--- config.mk ---
export PLATFORM = sky130hd
export DESIGN_NAME = ffa_ctrl
export DESIGN_NICKNAME = d
export VERILOG_FILES = /design/src/rtl/core/ffa_pkg.sv /design/src/rtl/core/ffa_ctrl.sv
export SDC_FILE = /design/constraint.sdc
export NUM_CORES = 1
export LEC_CHECK = 0
export ABC_AREA = 1
export CAP_MARGIN = 20
export CORE_MARGIN = 2
export CORE_UTILIZATION = 25
export DETAILED_ROUTE_END_ITERATION = 8
export DONT_BUFFER_PORTS = 1
export GPL_ROUTABILITY_DRIVEN = 0
export GPL_TIMING_DRIVEN = 0
export HOLD_SLACK_MARGIN = 0.06
export MAX_ROUTING_LAYER = met4
export PLACE_DENSITY = 0.39
export SLEW_MARGIN = 25
export SYNTH_ARGS = -nofsm -noshare
export SYNTH_HDL_FRONTEND = slang
export SYNTH_SLANG_ARGS = --single-unit
--- constraint.sdc ---
create_clock -name clk -period 2.6 [get_ports clk]
set_input_delay 0.52 -clock clk [delete_from_list [all_inputs] [get_ports clk]]
set_output_delay 0.52 -clock clk [all_outputs]
set_load 0.01 [all_outputs]
--- src/rtl/core/ffa_pkg.sv ---
// ----------------------------------------------------------------------------
// ffa_pkg
// Shared constants, header layout and controller/datapath interface types
// for the first-fit heap allocator.
// ----------------------------------------------------------------------------
package ffa_pkg;

  localparam int HEAP_BYTES  = 4096;
  localparam int ALIGN_BYTES = 8;
  localparam int HDR_BYTES   = 8;
  localparam int SLOTS       = HEAP_BYTES / ALIGN_BYTES;
  localparam int SLOT_W      = $clog2(SLOTS);
  localparam int ALIGN_SH    = $clog2(ALIGN_BYTES);
  localparam int POS_W       = $clog2(HEAP_BYTES) + 2;

  localparam int REQ_W  = 13;
  localparam int NEED_W = REQ_W + 1;
  localparam int OFF_W  = 12;
  localparam int SIZE_W = 12;
  localparam int CNT_W  = 9;
  localparam int STAT_W = 3;

  typedef enum logic [STAT_W-1:0] {
    STAT_DONE    = 3'd0,
    STAT_ZERO    = 3'd1,
    STAT_NOSPACE = 3'd2,
    STAT_INVALID = 3'd3,
    STAT_NULL    = 3'd4
  } stat_t;

  typedef struct packed {
    logic              used;
    logic [SIZE_W-1:0] size;
  } hdr_t;

  typedef enum logic [3:0] {
    ST_IDLE,
    ST_ALLOC_WALK,
    ST_ALLOC_SPLIT,
    ST_ALLOC_MARK,
    ST_FREE_FIND,
    ST_FREE_MARK,
    ST_COAL_START,
    ST_COAL_C,
    ST_COAL_N,
    ST_COAL_MERGE,
    ST_RESULT
  } fsm_t;

  typedef enum logic [1:0] {RD_NONE, RD_ZERO, RD_WALK, RD_MERGE} rd_sel_t;
  typedef enum logic [1:0] {WR_NONE, WR_SPLIT, WR_CUR} wr_sel_t;
  typedef enum logic [1:0] {CUR_HOLD, CUR_TAKE, CUR_TRIM, CUR_GROW} cur_op_t;
  typedef enum logic [1:0] {CNT_HOLD, CNT_ADD, CNT_SUB} cnt_op_t;

  typedef struct packed {
    logic    load_req;
    rd_sel_t rd_sel;
    wr_sel_t wr_sel;
    logic    wr_used;
    cur_op_t cur_op;
    cnt_op_t cnt_op;
    logic    res_load;
    stat_t   res_status;
    logic    res_grant;
    logic    out_load;
  } dp_cmd_t;

  typedef struct packed {
    logic in_free;
    logic in_zero;
    logic in_null;
    logic in_badoff;
    logic fit;
    logic split;
    logic walk_end;
    logic match;
    logic past;
    logic hdr_used;
    logic merge;
    logic merge_end;
    logic out_free;
  } dp_stat_t;

endpackage

--- src/rtl/core/ffa_ctrl.sv ---
// ----------------------------------------------------------------------------
// ffa_ctrl
// Sequencer for allocate search, split, free lookup and the coalescing pass.
// ----------------------------------------------------------------------------
module ffa_ctrl import ffa_pkg::*; (
  input  logic     clk,
  input  logic     rst,
  input  logic     in_valid,
  output logic     in_ready,
  input  dp_stat_t stat,
  output dp_cmd_t  cmd
);

  fsm_t state, state_next;
  logic accept;

  assign in_ready = (state == ST_IDLE);
  assign accept   = in_valid && in_ready;

  always_ff @(posedge clk) begin
    if (rst) begin
      state <= ST_IDLE;
    end else begin
      state <= state_next;
    end
  end

  always_comb begin
    state_next = state;
    unique case (state)
      ST_IDLE: begin
        if (accept) begin
          if (!stat.in_free) begin
            state_next = stat.in_zero ? ST_RESULT : ST_ALLOC_WALK;
          end else if (stat.in_null || stat.in_badoff) begin
            state_next = ST_RESULT;
          end else begin
            state_next = ST_FREE_FIND;
          end
        end
      end
      ST_ALLOC_WALK: begin
        if (stat.fit) begin
          state_next = stat.split ? ST_ALLOC_SPLIT : ST_ALLOC_MARK;
        end else if (stat.walk_end) begin
          state_next = ST_RESULT;
        end
      end
      ST_ALLOC_SPLIT: state_next = ST_ALLOC_MARK;
      ST_ALLOC_MARK:  state_next = ST_RESULT;
      ST_FREE_FIND: begin
        if (stat.match) begin
          state_next = stat.hdr_used ? ST_FREE_MARK : ST_RESULT;
        end else if (stat.past || stat.walk_end) begin
          state_next = ST_RESULT;
        end
      end
      ST_FREE_MARK:  state_next = ST_COAL_START;
      ST_COAL_START: state_next = ST_COAL_C;
      ST_COAL_C:     state_next = stat.walk_end ? ST_RESULT : ST_COAL_N;
      ST_COAL_N: begin
        if (stat.merge) begin
          state_next = ST_COAL_MERGE;
        end else if (stat.walk_end) begin
          state_next = ST_RESULT;
        end
      end
      ST_COAL_MERGE: state_next = stat.merge_end ? ST_RESULT : ST_COAL_N;
      ST_RESULT: begin
        if (stat.out_free) begin
          state_next = ST_IDLE;
        end
      end
      default: state_next = ST_IDLE;
    endcase
  end

  always_comb begin
    cmd = '0;
    unique case (state)
      ST_IDLE: begin
        if (accept) begin
          cmd.load_req = 1'b1;
          if (!stat.in_free) begin
            if (stat.in_zero) begin
              cmd.res_load   = 1'b1;
              cmd.res_status = STAT_ZERO;
            end else begin
              cmd.rd_sel = RD_ZERO;
            end
          end else if (stat.in_null) begin
            cmd.res_load   = 1'b1;
            cmd.res_status = STAT_NULL;
          end else if (stat.in_badoff) begin
            cmd.res_load   = 1'b1;
            cmd.res_status = STAT_INVALID;
          end else begin
            cmd.rd_sel = RD_ZERO;
          end
        end
      end
      ST_ALLOC_WALK: begin
        if (stat.fit) begin
          cmd.cur_op = CUR_TAKE;
        end else if (stat.walk_end) begin
          cmd.res_load   = 1'b1;
          cmd.res_status = STAT_NOSPACE;
        end else begin
          cmd.rd_sel = RD_WALK;
        end
      end
      ST_ALLOC_SPLIT: begin
        cmd.wr_sel = WR_SPLIT;
        cmd.cur_op = CUR_TRIM;
      end
      ST_ALLOC_MARK: begin
        cmd.wr_sel     = WR_CUR;
        cmd.wr_used    = 1'b1;
        cmd.cnt_op     = CNT_ADD;
        cmd.res_load   = 1'b1;
        cmd.res_status = STAT_DONE;
        cmd.res_grant  = 1'b1;
      end
      ST_FREE_FIND: begin
        if (stat.match) begin
          if (stat.hdr_used) begin
            cmd.cur_op = CUR_TAKE;
          end else begin
            cmd.res_load   = 1'b1;
            cmd.res_status = STAT_INVALID;
          end
        end else if (stat.past || stat.walk_end) begin
          cmd.res_load   = 1'b1;
          cmd.res_status = STAT_INVALID;
        end else begin
          cmd.rd_sel = RD_WALK;
        end
      end
      ST_FREE_MARK: begin
        cmd.wr_sel = WR_CUR;
        cmd.cnt_op = CNT_SUB;
      end
      ST_COAL_START: cmd.rd_sel = RD_ZERO;
      ST_COAL_C: begin
        cmd.cur_op = CUR_TAKE;
        if (stat.walk_end) begin
          cmd.res_load   = 1'b1;
          cmd.res_status = STAT_DONE;
        end else begin
          cmd.rd_sel = RD_WALK;
        end
      end
      ST_COAL_N: begin
        // A free neighbor folds into the current chunk, which is then
        // checked again against its new successor.
        if (stat.merge) begin
          cmd.cur_op = CUR_GROW;
        end else begin
          cmd.cur_op = CUR_TAKE;
          if (stat.walk_end) begin
            cmd.res_load   = 1'b1;
            cmd.res_status = STAT_DONE;
          end else begin
            cmd.rd_sel = RD_WALK;
          end
        end
      end
      ST_COAL_MERGE: begin
        cmd.wr_sel = WR_CUR;
        if (stat.merge_end) begin
          cmd.res_load   = 1'b1;
          cmd.res_status = STAT_DONE;
        end else begin
          cmd.rd_sel = RD_MERGE;
        end
      end
      ST_RESULT: cmd.out_load = stat.out_free;
      default: ;
    endcase
  end

endmodule

Word-level counts from Yosys, hierarchy flattened
Cells that the tools add are included.
{"block": "op_classes", "reduce_logical": 6, "muxes": 51, "eq_ne": 13}
{"cell": "two-way mux 4 bit", "count": 24}
{"cell": "one-hot mux 4 bit (11 select lines)", "count": 1}
{"cell": "one-hot mux 4 bit (7 select lines)", "count": 1}
{"cell": "two-way mux 2 bit", "count": 11}
{"cell": "equality test 4 x 3 -> 1 bit, second input constant", "count": 4}
{"cell": "one-hot mux 2 bit (7 select lines)", "count": 1}
{"cell": "equality test 4 bit, second input constant", "count": 3}
{"cell": "one-hot mux 2 bit (5 select lines)", "count": 1}
{"cell": "two-way mux 1 bit", "count": 9}
{"cell": "equality test 4 x 2 -> 1 bit, second input constant", "count": 2}
{"cell": "one-hot mux 2 bit (2 select lines)", "count": 2}
{"cell": "equality test 4 x 1 -> 1 bit, second input constant", "count": 1}
{"cell": "logical NOT 4 bit", "count": 1}
{"cell": "two-way mux 3 bit", "count": 1}
{"cell": "!= test 3 bit, second input constant", "count": 1}
{"cell": "AND reduction 3 bit", "count": 1}
{"cell": "OR reduction 3 bit", "count": 1}
{"cell": "logical OR 1 bit", "count": 2}
{"cell": "!= test 2 x 1 -> 1 bit, second input constant", "count": 1}
{"cell": "!= test 2 bit, second input constant", "count": 1}
{"cell": "logical AND 1 bit", "count": 1}
{"block": "word_totals", "out_inout_bits": 17, "ff_bits": 4, "elab_cells": 71}

Depth between registers and ports, before layout
{"block": "depth", "depth_word": 5, "ltp_mapped": 9, "ltp_nobuf": 9}

Worst setup path before layout
No wires, ideal clock.
{"block": "synth_path", "path_type": "register -> output", "from": "register state[3]", "to": "output cmd[3] (netlist name)", "path_slack_ps": 903, "n_path_buf": 0, "stages_incl_launch_ff": 8, "t_required_ps": 2080, "arrival_time_ps": 1177, "path_cell_list": "dfxtp_1 -> nor2_2 -> nand2_2 -> inv_2 -> nand2_1 -> inv_1 -> nand4_1 -> nand2_1"}
{"element": "start: declaration", "line": "ffa_ctrl.sv:14", "rtl": "fsm_t state, state_next;"}
{"element": "start signal: assignment", "line": "ffa_ctrl.sv:24", "rtl": "state <= state_next;"}
{"element": "end: declaration", "line": "ffa_ctrl.sv:11", "rtl": "output dp_cmd_t cmd"}

==> flow_metrics.py <==
metrics = {
    "floorplan": {
        "core_mm2": 0.00250,
        "initial_core_util": 0.267,
        "row_count": 18,
        "dieArea_mm2": 0.00310,
        "die_height_um": 55.7,
        "ios": 33,
        "die_w_um": 55.7,
    },
    "setup_path": {
        "crit_arrival_ps": 1590,
        "required_ps": 2080,
        "path_max_fanout": 6,
        "start_kind": "register",
        "r2r_end": "state[0]$_SDFFE_PP0P_",
        "crit_path_end_kind": "output port",
        "worstSetupPathType": "register to output port",
        "cp-endpoint": "cmd[3]",
        "rr_worst_depth": 9,
        "startpoint": "state[1]$_SDFFE_PP0P_",
        "r2r-start": "state[1]$_SDFFE_PP0P_",
        "reg2reg_slack_ps": 1210,
    },
    "cells_and_area": {
        "biggestRegsByFlops": "state: 4 flops",
        "post-route-cell-area_um2": 727,
        "top_register": "state",
        "largest_register_ffs": 4,
        "stdcell_count": 162,
        "fin_util": 0.291,
        "synthToLayoutAreaGrowth_pct": 9.01,
        "nNetsFinal": 150,
        "drive_above_1_share": 0.197,
        "diodes": 0,
    },
    "sta": {
        "finalSetupTns_ps": 0,
        "relSlewSlack": 0.750,
        "rsz0062_at_grt": "no",
        "drv_slew": 0,
        "hold_slack_ps": 344,
        "tightest_slew_ps": 372,
        "finalCritPeriodShare": 0.813,
        "setup_viol": 0,
        "skew_ps": 6.81,
        "hold_violations": 0,
        "fmax_mhz": 473,
        "final.min_clock_period_ps": 2110,
        "setup_slack_ps": 487,
    },
    "pwr": {
        "ir_worst_vdd_v": 0.000362,
        "intPower_mw": 0.286,
        "p_sw_mw": 0.417,
        "p_total_mw": 0.703,
        "combinationalPowerShare": 0.707,
        "sequentialPowerShare": 0.181,
        "leakagePower_nw": 0.411,
        "p_clk_frac": 0.112,
        "powerDensity_mw_per_mm2": 967,
        "p_sw_frac": 0.593,
    },
    "cts": {
        "cts_tree": "built",
        "cts_buffers": 3,
        "cts_setup_buffers": 0,
        "clockRootBuffer": "clkbuf_4",
        "clockBufferDepth": 2,
        "cts_sinks": 4,
        "clk_latency_ps": 240,
        "cts_hold_buffers": 0,
        "cts_resized": 0,
        "htree_levels": 1,
        "path_clk_slew_ps": 40,
    },
    "logic_synthesis": {
        "syn_inst": 129,
        "ys_dominant_reg_cell": "dfxtp_1",
        "yosysTopAreaCell": "nand2_1",
        "synth_seq_cells": 4,
        "async_flop_share": 0,
        "yosys-top-cells-count": "nand2_1 (38), nor2_1 (19), inv_1 (15)",
        "synth_area_per_cell_um2": 5.17,
        "netlist_area_um2": 667,
        "synth_top_area_frac": 0.214,
        "synth_fp_nets": 145,
        "yosysSeqAreaShare": 0.120,
        "ys.warnings.count": 0,
        "synth_area_leaders": "nand2_1 (21%), dfxtp_1 (12%), nor2_1 (11%)",
        "synth-edff-count": 0,
        "synth.most_common_cell": "nand2_1",
        "synth_cell_type_count": 21,
    },
    "global_routing": {
        "grt_antenna_before_repair": 0,
        "track_usage": 0.140,
        "grt_pass1_vias": 733,
        "grt_max_degree": 8,
        "grt_pass1_wl_um": 3340,
        "overflow": 0,
    },
    "job": {
        "max_cap_viol_count": 0,
    },
    "route": {
        "drt_iter0_drc": 24,
        "wl_per_cell_um": 12.6,
        "wl_um": 2050,
        "drtAntennaViolNets": 0,
        "vias": 782,
        "route.detailed.drc": 0,
        "post_drt_via_cell_ratio": 4.83,
        "first_pass_iters": 5,
    },
    "hold_path": {
        "hold_path_class": "primary input to register",
        "worst_hold_startpoint": "rst",
    },
    "placed_design": {
        "portBuffers": 0,
        "dpl_cell_area_um2": 704,
        "placed_cells": 159,
        "place_ws_ps": 706,
        "hpwl_um": 1760,
    },
    "run_status": {
        "outcome": "finished clean",
    },
}
## metal layers
| metal | global-route usage | up-vias | wire length (µm) |
|---|---|---|---|
| li1 | - | 414 | - |
| met1 | 0.179 | 335 | 914 |
| met2 | 0.216 | 30 | 905 |
| met3 | 0.0302 | 3 | 203 |
| met4 | 0.0523 | 0 | 23 |
| met5 | - | - | 0 |
## cells in the final DEF (no fill, tap or decap)
master and instances:
nand2_1 38, nor2_1 19, inv_1 15, nand3_1 9, nor2_2 7, inv_2 6
nor3_1 6, a21oi_1 5, nand2_2 4, o211ai_1 4, dfxtp_1 4, clkbuf_4 3
nor2_4 2, buf_4 2, a31oi_1 1, or2_1 1, nor3_2 1, nand4_1 1
nand4_2 1, o22ai_1 1, o21ai_1 1, o21ai_0 1
## critical path, stage by stage, from the launching register on
cell and delay, ps:
dfxtp_1 380, nor2_1 230, nand2_2 150, inv_2 110, nand2_1 100, inv_1 150, nand4_1 110, nand2_1 130
## cell families (layout without fill, tap and decap cells)
group | after synthesis | count (layout) | share of synthesized area
DFF | 4 | 4 | 0.120
buffers and inverters | 23 | 26 | 0.141
AOI/OAI and AO/OA | 13 | 13 | 0.116
and+or+nand+nor | 89 | 89 | 0.623
## how the worst min path moves through the flow
| stage | to | slack, ps | cells after the start |
|---|---|---|---|
| after floorplan | state[1]$_SDFFE_PP0P_ | 590 | 1 |
| after global placement | state[1]$_SDFFE_PP0P_ | 590 | 1 |
| after detailed placement | state[1]$_SDFFE_PP0P_ | 590 | 1 |
| after CTS | state[1]$_SDFFE_PP0P_ | 340 | 1 |
| after global routing | state[0]$_SDFFE_PP0P_ | 350 | 1 |
| final | state[1]$_SDFFE_PP0P_ | 340 | 1 |
## layout make-up
type	instances	area (µm²)
Inverter	21	78.8
Buffer	2	15.0
Sequential cell	4	80.1
Multi-Input combinational cell	102	493
Tap cell	30	37.5
Clock buffer	3	22.5
Fill cell	298	1770
## power groups by stage
stage	clock network [mW]	logic (mW)	registers, mW
after floorplan	0	0.413	0.118
after global placement	0	0.506	0.129
after detailed placement	0	0.501	0.129
after CTS	0.0812	0.502	0.127
after global routing	0.0829	0.570	0.130
final	0.0785	0.497	0.127
Power figures use the tool's default switching activity.
